### config.mk
export PLATFORM = sky130hd
export DESIGN_NAME = infix_to_postfix_converter_unit
export DESIGN_NICKNAME = d
export VERILOG_FILES = /design/src/rtl/core/itp_pkg.sv /design/src/rtl/core/itp_cell.sv /design/src/rtl/core/infix_to_postfix_converter_unit.sv
export SDC_FILE = /design/constraint.sdc
export NUM_CORES = 1
export LEC_CHECK = 0
export BUFFER_PORTS_ARGS = -buffer_cell sky130_fd_sc_hd__buf_2
export CAP_MARGIN = 20
export CORE_UTILIZATION = 35
export CTS_CLUSTER_DIAMETER = 50
export DETAILED_ROUTE_END_ITERATION = 8
export SETUP_SLACK_MARGIN = 0.15
export SLEW_MARGIN = 20
export SYNTH_ARGS = -nofsm -noshare
export SYNTH_HDL_FRONTEND = slang
export SYNTH_HIERARCHICAL = 1
export SYNTH_SLANG_ARGS = --single-unit
### constraint.sdc
create_clock -name clk -period 11 [get_ports clk]
set_input_delay 0.55 -clock clk [delete_from_list [all_inputs] [get_ports clk]]
set_output_delay 0.55 -clock clk [all_outputs]
set_load 0.005 [all_outputs]
### src/rtl/core/itp_pkg.sv
`timescale 1ns / 1ps

package itp_pkg;

	localparam int STACK_DEPTH = 32;
	localparam int CNT_W       = $clog2(STACK_DEPTH + 1);

	typedef logic [CNT_W-1:0] itp_cnt_t;
	typedef logic [2:0]       itp_code_t;

	// shift command broadcast along the stack chain
	typedef struct packed {
		logic push;
		logic pop;
	} itp_shift_t;

	localparam itp_code_t CODE_NONE = 3'd0;
	localparam itp_code_t CODE_OPEN = 3'd1;
	localparam itp_code_t CODE_ADD  = 3'd2;
	localparam itp_code_t CODE_SUB  = 3'd3;
	localparam itp_code_t CODE_MUL  = 3'd4;
	localparam itp_code_t CODE_DIV  = 3'd5;
	localparam itp_code_t CODE_MOD  = 3'd6;

	localparam logic [7:0] CHR_NUL   = 8'h00;
	localparam logic [7:0] CHR_SPACE = 8'h20;
	localparam logic [7:0] CHR_MOD   = 8'h25;
	localparam logic [7:0] CHR_OPEN  = 8'h28;
	localparam logic [7:0] CHR_CLOSE = 8'h29;
	localparam logic [7:0] CHR_MUL   = 8'h2A;
	localparam logic [7:0] CHR_ADD   = 8'h2B;
	localparam logic [7:0] CHR_SUB   = 8'h2D;
	localparam logic [7:0] CHR_DIV   = 8'h2F;

	localparam logic [1:0] ERR_OK        = 2'd0;
	localparam logic [1:0] ERR_OVERFLOW  = 2'd1;
	localparam logic [1:0] ERR_UNM_CLOSE = 2'd2;
	localparam logic [1:0] ERR_UNM_OPEN  = 2'd3;

	function automatic itp_code_t char_to_code(input logic [7:0] c);
		itp_code_t r;
		case (c)
			CHR_OPEN: r = CODE_OPEN;
			CHR_ADD:  r = CODE_ADD;
			CHR_SUB:  r = CODE_SUB;
			CHR_MUL:  r = CODE_MUL;
			CHR_DIV:  r = CODE_DIV;
			CHR_MOD:  r = CODE_MOD;
			default:  r = CODE_NONE;
		endcase
		return r;
	endfunction

	function automatic logic [7:0] code_to_char(input itp_code_t k);
		logic [7:0] r;
		case (k)
			CODE_OPEN: r = CHR_OPEN;
			CODE_ADD:  r = CHR_ADD;
			CODE_SUB:  r = CHR_SUB;
			CODE_MUL:  r = CHR_MUL;
			CODE_DIV:  r = CHR_DIV;
			CODE_MOD:  r = CHR_MOD;
			default:   r = CHR_NUL;
		endcase
		return r;
	endfunction

	function automatic logic is_binop(input itp_code_t k);
		return k inside {[CODE_ADD:CODE_MOD]};
	endfunction

	// 1 for * / %, 0 for + -
	function automatic logic prec_high(input itp_code_t k);
		return k inside {[CODE_MUL:CODE_MOD]};
	endfunction

endpackage

### src/rtl/core/itp_cell.sv
`timescale 1ns / 1ps

// One stack slot; push takes the left neighbor, pop takes the right one.
module itp_cell (
	input  logic                  clk,
	input  itp_pkg::itp_shift_t   shift,
	input  itp_pkg::itp_code_t    from_left,
	input  itp_pkg::itp_code_t    from_right,
	output itp_pkg::itp_code_t    code
);
	import itp_pkg::*;

	itp_code_t code_q;

	always_ff @(posedge clk) begin
		if (shift.push) begin
			code_q <= from_left;
		end else if (shift.pop) begin
			code_q <= from_right;
		end
	end

	assign code = code_q;

endmodule

### src/rtl/core/infix_to_postfix_converter_unit.sv
`timescale 1ns / 1ps

// Shunting-yard infix to postfix converter. Feed one ASCII character per
// transfer on in_char; postfix characters come out on out_char, one per
// transfer, with is_last marking the terminator (out_char 0) that closes
// an expression after a NUL input. Spaces are dropped. error_code flags a
// dropped push on a full stack (1), an unmatched ')' (2) and each
// unmatched '(' found at the end (3). A character is taken while idle and
// then worked in one step per cycle, with at most one stack pop or push
// and at most one emitted result per step; no new character is taken
// until its last step is done. Steps wait while the output register holds
// a result that has not been taken. The operator stack is a chain of
// STACK_DEPTH cells that shift together on every push or pop, top at
// cell 0.
module infix_to_postfix_converter_unit (
	input  logic       clk,
	input  logic       arst_n,
	input  logic       in_valid,
	output logic       in_ready,
	input  logic [7:0] in_char,
	output logic       out_valid,
	input  logic       out_ready,
	output logic [7:0] out_char,
	output logic       is_last,
	output logic [1:0] error_code
);
	import itp_pkg::*;

	localparam logic ST_IDLE = 1'b0;
	localparam logic ST_PROC = 1'b1;

	logic       state_q;
	logic [7:0] cur_q;
	itp_cnt_t   cnt_q;

	logic       out_valid_q;
	logic [7:0] out_char_q;
	logic       is_last_q;
	logic [1:0] error_code_q;

	// stack chain
	itp_shift_t shift;
	itp_code_t  code_w [STACK_DEPTH];
	itp_code_t  top;
	itp_code_t  cur_code;

	// step decision
	logic       step;
	logic       empty;
	logic       full;
	logic       emit;
	logic       done;
	logic [7:0] e_char;
	logic       e_last;
	logic [1:0] e_err;

	assign top      = code_w[0];
	assign cur_code = char_to_code(cur_q);
	assign empty    = (cnt_q == '0);
	assign full     = (cnt_q == CNT_W'(STACK_DEPTH));

	// a step runs only when the output slot is free or draining
	assign step     = (state_q == ST_PROC) && (!out_valid_q || out_ready);
	assign in_ready = (state_q == ST_IDLE);

	always_comb begin
		shift.push = 1'b0;
		shift.pop  = 1'b0;
		emit       = 1'b0;
		done       = 1'b0;
		e_char     = cur_q;
		e_last     = 1'b0;
		e_err      = ERR_OK;
		if (cur_q == CHR_SPACE) begin
			done = 1'b1;
		end else if (cur_q == CHR_NUL) begin
			// flush, then terminator
			emit = 1'b1;
			if (!empty) begin
				shift.pop = 1'b1;
				e_char    = code_to_char(top);
				if (top == CODE_OPEN) begin
					e_err = ERR_UNM_OPEN;
				end
			end else begin
				e_char = CHR_NUL;
				e_last = 1'b1;
				done   = 1'b1;
			end
		end else if (cur_q == CHR_CLOSE) begin
			if (!empty) begin
				shift.pop = 1'b1;
				if (top == CODE_OPEN) begin
					done = 1'b1;
				end else begin
					emit   = 1'b1;
					e_char = code_to_char(top);
				end
			end else begin
				emit  = 1'b1;
				e_err = ERR_UNM_CLOSE;
				done  = 1'b1;
			end
		end else if (cur_code != CODE_NONE) begin
			// left-assoc: pop while top precedence >= incoming
			if (is_binop(cur_code) && !empty && is_binop(top) &&
			    (prec_high(top) || !prec_high(cur_code))) begin
				shift.pop = 1'b1;
				emit      = 1'b1;
				e_char    = code_to_char(top);
			end else if (full) begin
				emit  = 1'b1;
				e_err = ERR_OVERFLOW;
				done  = 1'b1;
			end else begin
				shift.push = 1'b1;
				done       = 1'b1;
			end
		end else begin
			emit = 1'b1;
			done = 1'b1;
		end
		if (!step) begin
			shift.push = 1'b0;
			shift.pop  = 1'b0;
		end
	end

	for (genvar i = 0; i < STACK_DEPTH; i++) begin : g_cell
		itp_code_t left_w;
		itp_code_t right_w;
		if (i == 0) begin : g_head
			assign left_w = cur_code;
		end else begin : g_body
			assign left_w = code_w[i-1];
		end
		if (i == STACK_DEPTH - 1) begin : g_tail
			assign right_w = CODE_NONE;
		end else begin : g_inner
			assign right_w = code_w[i+1];
		end
		itp_cell u_cell (
			.clk        (clk),
			.shift      (shift),
			.from_left  (left_w),
			.from_right (right_w),
			.code       (code_w[i])
		);
	end

	always_ff @(posedge clk or negedge arst_n) begin
		if (!arst_n) begin
			state_q     <= ST_IDLE;
			cnt_q       <= '0;
			out_valid_q <= 1'b0;
		end else begin
			case (state_q)
				ST_IDLE: begin
					if (in_valid) begin
						state_q <= ST_PROC;
					end
				end
				ST_PROC: begin
					if (step && done) begin
						state_q <= ST_IDLE;
					end
				end
				default: state_q <= ST_IDLE;
			endcase
			if (shift.push) begin
				cnt_q <= cnt_q + CNT_W'(1);
			end else if (shift.pop) begin
				cnt_q <= cnt_q - CNT_W'(1);
			end
			if (step && emit) begin
				out_valid_q <= 1'b1;
			end else if (out_ready) begin
				out_valid_q <= 1'b0;
			end
		end
	end

	always_ff @(posedge clk) begin
		if (in_valid && in_ready) begin
			cur_q <= in_char;
		end
		if (step && emit) begin
			out_char_q   <= e_char;
			is_last_q    <= e_last;
			error_code_q <= e_err;
		end
	end

	assign out_valid  = out_valid_q;
	assign out_char   = out_char_q;
	assign is_last    = is_last_q;
	assign error_code = error_code_q;

endmodule

* Yosys cells after proc, flatten, opt, wreduce, memory -nomap -nowiden
Index checks and enable logic that the tools add are counted.
** Word-level totals
- Output and inout port bits :: 13
- Input bits :: 12
- Register bits after elaboration :: 123
** Operators by class
- Add/subtract/negate cells :: 2
- Reductions and logical operators :: 22
- Magnitude comparators :: 6
- Multiplexer cells :: 117
- Bitwise logic cells :: 2
- Equal/unequal tests :: 15
** Operator list (number)
- 3-bit 2-to-1 mux :: 64
- 8-bit by 6-bit == test with 1-bit output, second input constant :: 8
- 8-bit 2-to-1 mux :: 7
- 6-bit case mux with 6 select lines :: 1
- 1-bit 2-to-1 mux :: 31
- 6-bit case mux with 5 select lines :: 1
- 6-bit 2-to-1 mux :: 3
- 3-bit case mux with 6 select lines :: 1
- 2-bit 2-to-1 mux :: 8
- 1-bit logical AND :: 11
- 3-bit == test, second input constant :: 3
- 8-bit logical NOT :: 1
- 6-bit by 1-bit adder with 6-bit output, second input constant :: 1
- 3-bit by 2-bit == test with 1-bit output, second input constant :: 2
- 6-bit == test, second input constant :: 1
- 3-bit by 2-bit >= comparator with 1-bit output, second input constant :: 2
- 3-bit >= comparator, second input constant :: 2
- 3-bit <= comparator, second input constant :: 2
- 6-bit logical NOT :: 1
- 6-bit by 1-bit subtractor with 6-bit output, second input constant :: 1
- 2-bit nonzero test :: 2
- 3-bit by 1-bit == test with 1-bit output, second input constant :: 1
- 1-bit logical NOT :: 3
- 3-bit nonzero test :: 1
- 4 further kinds :: 6

* Longest topological paths before layout
- Word-level depth :: 15
- Mapped depth :: 13

* Hierarchy
Netlist, hierarchy kept.
** By module, submodules not included
- itp_cell :: times used 32, area an instance 130.1 µm², seq. area each 90.1 µm², cells an instance 7
- infix_to_postfix_converter_unit :: times used 1, area an instance 1662.8 µm², seq. area each 770.7 µm², cells an instance 151

* Worst setup path after synthesis
No wires, ideal clock.
- Path kind :: register to register
- Start :: reg g_cell[0].u_cell.code_q[2]
- End :: reg g_cell[0].u_cell.code_q[0] (data pin)
- Data arrival time :: 4.403 ns
- Path buffers :: 0
- Cell stages (with the launch flop) :: 8
- Setup time :: 0.266 ns
- Slack :: 6.331 ns
- Clock period less this slack :: 4.669 ns
- Required time :: 10.734 ns
- Path through :: edfxtp_1 -> ha_1 -> nor2b_1 -> a311o_1 -> and4_4 -> or3_1 -> inv_1 -> mux2_2
** RTL lines
- start: declaration :: RTL line itp_cell.sv:13 : itp_code_t code_q;
- start signal: assignment :: RTL line itp_cell.sv:17 : code_q <= from_left;
- start signal: assignment :: RTL line itp_cell.sv:19 : code_q <= from_right;

==> flow_metrics.py <==
metrics = {
    "run_status": {
        "status": "complete, no violations",
    },
    "pwr": {
        "p_sw_uw": 321,
        "sequentialPowerShare_pct": 44.3,
        "intPower_uw": 1050,
        "power_uw": 1370,
        "clock_power_share_pct": 42.3,
        "combPwrFrac_pct": 13.5,
        "leakagePower_uw": 0.00246,
        "ir_drop_mv": 0.119,
        "p_sw_share_pct": 23.4,
        "pwr_density_cell_nw_per_um2": 201,
    },
    "synth": {
        "ys_async_sr_fraction_pct": 6.50,
        "yosysTopAreaCell": "edfxtp_1",
        "synth_area_leaders": "edfxtp_1 59%, mux2_2 19%, dfrtp_1 3.4%",
        "syn_inst": 375,
        "synth_cell_types": 54,
        "synth_edf_count": 115,
        "ys_ff_latch": 123,
        "synth_area_um2": 5830,
        "yosysSeqAreaShare_pct": 62.7,
        "ys.flop_type": "edfxtp_1",
        "syn_avg_cell_area_um2": 15.5,
        "synth_warnings": 6,
        "synth_top_area_share_pct": 59.3,
    },
    "drt": {
        "dr.pass1.iters": 4,
        "ant_nets": 0,
        "wl_met1_um": 4900,
        "met2_length_um": 4230,
        "vias": 3084,
        "maxUsedRoutingLayer": "met4",
        "drt-total-wl_um": 9770,
        "vias_per_cell": 4.78,
        "drc": 0,
        "wl_per_cell_um": 15.1,
        "drt_iter0_drc": 222,
        "met3WireLength_um": 461,
    },
    "final_layout": {
        "drive_above_1_share_pct": 46.2,
        "final_util_pct": 42.5,
        "antennaDiodeCount": 0,
        "area_growth_pct": 17.2,
        "fill_cells": 1427,
        "final_nets": 437,
    },
    "sta": {
        "setup_tns_ps": 0,
        "slew_headroom_pct": 33.0,
        "grt_setup_unrepaired": "false",
        "fin_ws_ps": 7100,
        "worst_pin_slew_ps": 1010,
        "drv_slew": 0,
        "period_needed_ps": 3900,
        "hold_viol": 0,
        "finClkSkew_ps": 7.19,
        "fmaxAchievable_mhz": 256,
        "min_period_over_period_pct": 35.5,
        "finalSetupViolCount": 0,
        "hold_slack_ps": 317,
    },
    "worst_setup_path": {
        "ff2ff_setup_slack_ps": 7100,
        "worstPathRequired_ps": 11160,
        "cp-start-kind": "register",
        "crit_fanout": 83,
        "path_class": "register to register",
        "startpoint": "g_cell[0].u_cell/code[2]",
        "cp-end-kind": "register",
        "arrival_ps": 4060,
        "worstReg2RegStart": "g_cell[0].u_cell/code[2]",
    },
    "global_route": {
        "overflow": 0,
        "first_global_vias": 3062,
        "grtUsageTotal_pct": 12.4,
        "grt_max_degree": 84,
        "grt_first_pass_wirelength_um": 15700,
        "grt_antenna_before_repair": 0,
    },
    "die": {
        "die_h_um": 131,
        "start_util_pct": 36.3,
        "io_pins": 25,
        "placementRows": 46,
        "dieArea_um2": 17200,
        "die_w_um": 131,
        "coreArea_um2": 16100,
    },
    "clock_network": {
        "clockBufferDepth": 2,
        "cts_tree": "done",
        "clkTransAtPathRegs_ps": 50,
        "htreeDepth": 4,
        "clock_latency_ps": 410,
        "post-cts-setup-buffers": 0,
        "numCtsBuffers": 17,
        "root_buffer": "clkbuf_16",
        "cts.sinks": 123,
    },
    "min_path": {
        "min-delay-start": "in_char[1]",
        "hp-class": "primary input to register",
    },
    "placement": {
        "pre_cts_ws_ps": 7110,
        "gp_congestion": 0.807,
        "place_hpwl_um": 6430,
        "numPortBuffers": 24,
    },
    "flow_run": {
        "maxCapViolCount": 0,
    },
}
==> registers in the layout, indices dropped and copies added (netlist names) <==
name / count
is_last: 1
g_cell.u_cell/code: 96
cur_q: 8
error_code: 2
state_q: 1
out_valid: 1
out_char: 8
cnt_q: 6
==> cell usage after synthesis (3+ instances only) <==
cell,instances
edfxtp_1,115
mux2_2,100
or2_2,32
nand2_1,17
nor2_1,11
a21oi_1,9
dfrtp_1,8
ha_1,8
inv_1,6
nor2b_1,5
a211oi_1,4
xor2_1,4
a21o_1,3
o211ai_1,3
o21ai_0,3
xnor2_1,3
==> worst paths after layout <==
check / cells past startpoint / end
min in group asynchronous: 2 / cnt_q[4]
hold / removal: 1 / cur_q[1]
hold reg to reg: 1 / cnt_q[5]
max in group asynchronous: 2 / cnt_q[1]
setup reg to reg: 8 / g_cell[24].u_cell/code[0]
setup / recovery: 8 / g_cell[24].u_cell/code[0]
==> metal layers <==
| metal | track usage, % | up-vias |
|---|---|---|
| met2 | 18.5 | 67 |
| met1 | 16.4 | 1477 |
| li1 | - | 1523 |
| met4 | 6.09 | 0 |
| met5 | 0 | - |
| met3 | 3.58 | 17 |
==> worst max-delay path, cell delays in order, from the launching register on <==
cell and delay, ps:
edfxtp_1 540, ha_1 250, nor2b_1 150, a311o_1 350
and4_4 180, or3_1 520, inv_4 410, buf_4 820
mux2_2 420
==> cell type report <==
| cell class | count | area (um2) | share of cell area, % |
|---|---|---|---|
| Clock inverter | 9 | 144 | 2.11 |
| Multi-Input combinational cell | 241 | 2120 | 31.1 |
| Inverter | 6 | 25.0 | 0.367 |
| Timing Repair Buffer | 27 | 145 | 2.13 |
| Clock buffer | 23 | 468 | 6.85 |
| Tap cell | 216 | 270 | 3.96 |
| Sequential cell | 123 | 3650 | 53.5 |
==> layout by cell type, fill, tap and decap left out, types with 4 or more instances in the layout <==
| cell | n |
|---|---|
| a211oi_1 | 4 |
| a21oi_1 | 9 |
| buf_2 | 24 |
| bufinv_16 | 4 |
| clkbuf_1 | 4 |
| clkbuf_16 | 17 |
| clkinv_2 | 4 |
| dfrtp_1 | 8 |
| edfxtp_1 | 115 |
| ha_1 | 8 |
| inv_1 | 5 |
| mux2_2 | 100 |
| nand2_1 | 17 |
| nor2_1 | 11 |
| nor2b_1 | 5 |
| or2_2 | 32 |
| xor2_1 | 4 |
==> cells by family after synthesis <==
logic type,Yosys count,synth area share (%)
AO/OA/AOI/OAI,37,4.57
XOR/XNOR,7,1.05
adder cells (fa/ha/maj),9,2.06
buffers and inverters,13,1.12
flip-flops,123,62.7
multiplexers,101,19.5
other,1,0.0644
AND/OR/NAND/NOR,84,8.93
==> through the flow <==
stage               instances  cell area (um2)
floorplan                 377             5830
finish                    645             6830
global route              645             6830
detailed placement        612             6210
global placement          612             6210
CTS                       645             6830
==> power groups by stage <==
stage	sequential, uW	combinational (uW)	clock [uW]
detailed placement	617	185	0
floorplan	606	146	0
global placement	616	181	0
global route	614	207	613
CTS	608	187	593
finish	607	185	580
==> what timing repair did <==
item | in CTS | in global routing
endpoints found under the hold margin | 8 | 0
hold buffers | 1 | 0
gates resized for setup | 0 | 0
(Power assumes the default switching activity.)
